<file path="src/sv/csg_ram.sv">
// Generic single-write, single-read RAM with registered read data.
module csg_ram #(
  parameter int WIDTH = 16,
  parameter int DEPTH = 32
) (
  input  logic                                       clk,
  input  logic                                       wr_en,
  input  logic [((DEPTH > 1) ? $clog2(DEPTH) : 1)-1:0] wr_addr,
  input  logic [WIDTH-1:0]                           wr_data,
  input  logic                                       rd_en,
  input  logic [((DEPTH > 1) ? $clog2(DEPTH) : 1)-1:0] rd_addr,
  output logic [WIDTH-1:0]                           rd_data
);

  logic [WIDTH-1:0] mem_r [DEPTH];
  logic [WIDTH-1:0] rd_data_r;

  always_ff @(posedge clk) begin
    if (wr_en) begin
      mem_r[wr_addr] <= wr_data;
    end
    if (rd_en) begin
      rd_data_r <= mem_r[rd_addr];
    end
  end

  assign rd_data = rd_data_r;

endmodule

</file>
<file path="config.mk">
export PLATFORM = sky130hd
export DESIGN_NAME = csg_ram
export DESIGN_NICKNAME = d
export VERILOG_FILES = /design/src/sv/csg_ram.sv
export SDC_FILE = /design/constraint.sdc
export NUM_CORES = 1
export LEC_CHECK = 0
export BUFFER_PORTS_ARGS = -buffer_cell sky130_fd_sc_hd__buf_2
export CAP_MARGIN = 15
export CORE_MARGIN = 2
export CORE_UTILIZATION = 35
export DETAILED_ROUTE_END_ITERATION = 8
export GPL_TIMING_DRIVEN = 0
export SYNTH_ARGS = -nofsm -noshare
export SYNTH_HDL_FRONTEND = slang
export SYNTH_SLANG_ARGS = --single-unit
</file>
<file path="constraint.sdc">
create_clock -name clk -period 1.9 [get_ports clk]
set_input_delay 0.095 -clock clk [delete_from_list [all_inputs] [get_ports clk]]
set_output_delay 0.095 -clock clk [all_outputs]
set_load 0.01 [all_outputs]
</file>
==> metrics.yaml <==
status: "completed"
clkLatencyLatePin_ps: 610
grt_pass1_wl_mm: 71.42
crit_path_start_kind: "flop"
ys_seq_area_share_pct: 76.61
dieArea_um2: 61090
yosysMostFrequentCell: "edfxtp_1"
gp_congestion: 0.9149
post_drt_wl_per_cell_um: 24.14
swShare_pct: 21.22
combinationalPowerShare_pct: 5.7
io_pins: 45
endpoint_kind: "flop"
ys_ff_latch: 528
hp-class: "in -> reg"
antenna_found_initial: 3
n_fill_cell: 5264
hold_slack_ps: 24.98
netlist_top_cells_area: "edfxtp_1 (77%), mux2i_1 (12%), a22oi_1 (2.3%)"
worst_ir_drop_vdd_mv: 0.6739
antenna_cells: 0
vias: 10720
syn_nets: 1172
grt_max_degree: 33
drc: 0
synthArstFlopShare_pct: 0
ant_nets: 0
cts_tree: "done"
p_clk_share_pct: 42.1
final_area_um2: 23810
synth_flop_cell: "edfxtp_1"
layout.cells.non_filler: 2066
hpwl_mm: 31.91
p_int_mw: 19.66
synth_edf_count: 528
wirelength_mm: 49.88
rows: 89
power_frac_seq_pct: 52.2
drive_gt1_share_pct: 16.24
dr.pass1.iters: 5
die_w_um: 247.2
cap_violations: 0
crit_fanout: 1
area_growth_pct: 15.04
clkSlewWorstSetupHoldPaths_ps: 70
cts_sinks: 528
clockBufferDepth: 3
crit_required_ps: 2200
nNetsFinal: 1283
setup-violations-final: 0
avgSynthCellArea_um2: 18.11
fin_skew_ps: 24.19
ys_types: 25
drt_iter0_drc: 1180
layout_min_cycle_time_ps: 1766
clock.fmax_mhz: 566.1
die_y_um: 247.2
post_cts_buffers: 0
grt_usage_pct: 16.32
syn_inst: 1143
cts-root-buf: "clkbuf_16"
cts_buffers: 53
ys_warn_count: 0
leakagePower_nw: 8.226
netlist_area_um2: 20700
total_switching_power_mw: 5.295
p_per_area_nw_per_um2: 1048
viasPerCell: 5.187
cts-htree-levels: 2
slew_viol_final: 0
synth_top_cells_by_count: "edfxtp_1 (528), mux2i_1 (256), a22oi_1 (64), nand3_1 (34)"
worstSetupPathType: "reg -> reg"
fin_tns_setup_ps: 0
synth_top_area_cell: "edfxtp_1"
total_power_mw: 24.96
rsz0062_at_grt: "no"
place_area_um2: 22050
start_util_pct: 35.27
hold_viol: 0
slew_headroom_pct: 33.12
grt.overflow.total: 0
first_global_vias: 10760
cp.arrival_ps: 2070
tightestPinTransition_ps: 1002
io_buffers: 41
placed_cells: 1971
fin_crit_sh_pct: 92.97
core_area_um2: 58690
synth_top_area_share_pct: 76.61
## per-stage QoR
step	utilization (%)	worst slack [ps]
final	40.57	133.5
after global routing	40.57	37.25
after CTS	40.55	79.14
after detailed placement	37.57	-569.6
after global placement	37.26	-751.5
after floorplan	-	64.98
## critical path, stage by stage (launching register included)
cell and delay (ps):
edfxtp_1 360, mux2i_1 150, a22o_1 200, nor3_1 120, a31oi_1 480, nand3_1 160
## layer usage
metal	vias up	share of wire [%]	global-route usage, %
li1	4791	-	-
met4	6	2.9	5.477
met5	-	0.074	0
met3	89	8.1	3.723
met2	391	45	25.29
met1	5440	44	22.64
## cell type report
class	count	area (um^2)	area share (%)
Clock buffer	66	1418	5.954
Buffer	67	540.5	2.270
Clock inverter	28	317.8	1.335
Sequential cell	528	15860	66.59
Multi-Input combinational cell	548	4360	18.31
Tap cell	773	967.2	4.062
Timing Repair Buffer	56	350.3	1.471
## timing repair
item / in CTS / in global routing
setup endpoints to repair: 0 / 8
hold buffers: 1 / 0
gates resized for setup: 0 / 3
endpoints found under the hold margin: 16 / 0
## kinds of logic after synthesis
family / synth area share (%)
AOI/OAI and AO/OA: 4.933
buffers and inverters: 2.612
DFF: 76.61
muxes: 12.38
and+or+nand+nor: 3.464
## state kept, by name, indices dropped and copies added, names as in the netlist
register	flops
mem_r	512
rd_data	16
## placed cells by master (no fill, tap or decap), drive strengths merged, types with 7 or more instances in the layout
master  synthesis  final
nor2           34     34
nor3           16     16
bufinv          0      7
edfxtp        528    528
a22o           32     32
nand3          34     34
a21oi          32     32
clkbuf         12     78
a22oi          64     64
nand4          16     16
clkinv          0     18
a31oi          16     16
mux2i         256    256
buf            55    110
nand2          33     33
## power groups by stage
stage | Clock [mW] | Sequential [mW] | Combinational (mW)
final | 10.5 | 13.0 | 1.41
after global routing | 11.1 | 13.0 | 1.50
after CTS | 10.7 | 13.0 | 1.41
after detailed placement | 0 | 13.3 | 1.41
after global placement | 0 | 13.3 | 1.37
after floorplan | 0 | 13.3 | 0.728
## path summary, 6_finish.rpt
check	slack, ps	to	from	depth (start not counted)
min reg2reg	750	rd_data[0]	mem_r[11][0]	4
max	130	rd_data[10]	mem_r[7][10]	5
max reg2reg	130	rd_data[10]	mem_r[7][10]	5
min	20	rd_data[0]	rd_addr[3]	3
Power figures use the tool's default switching activity.
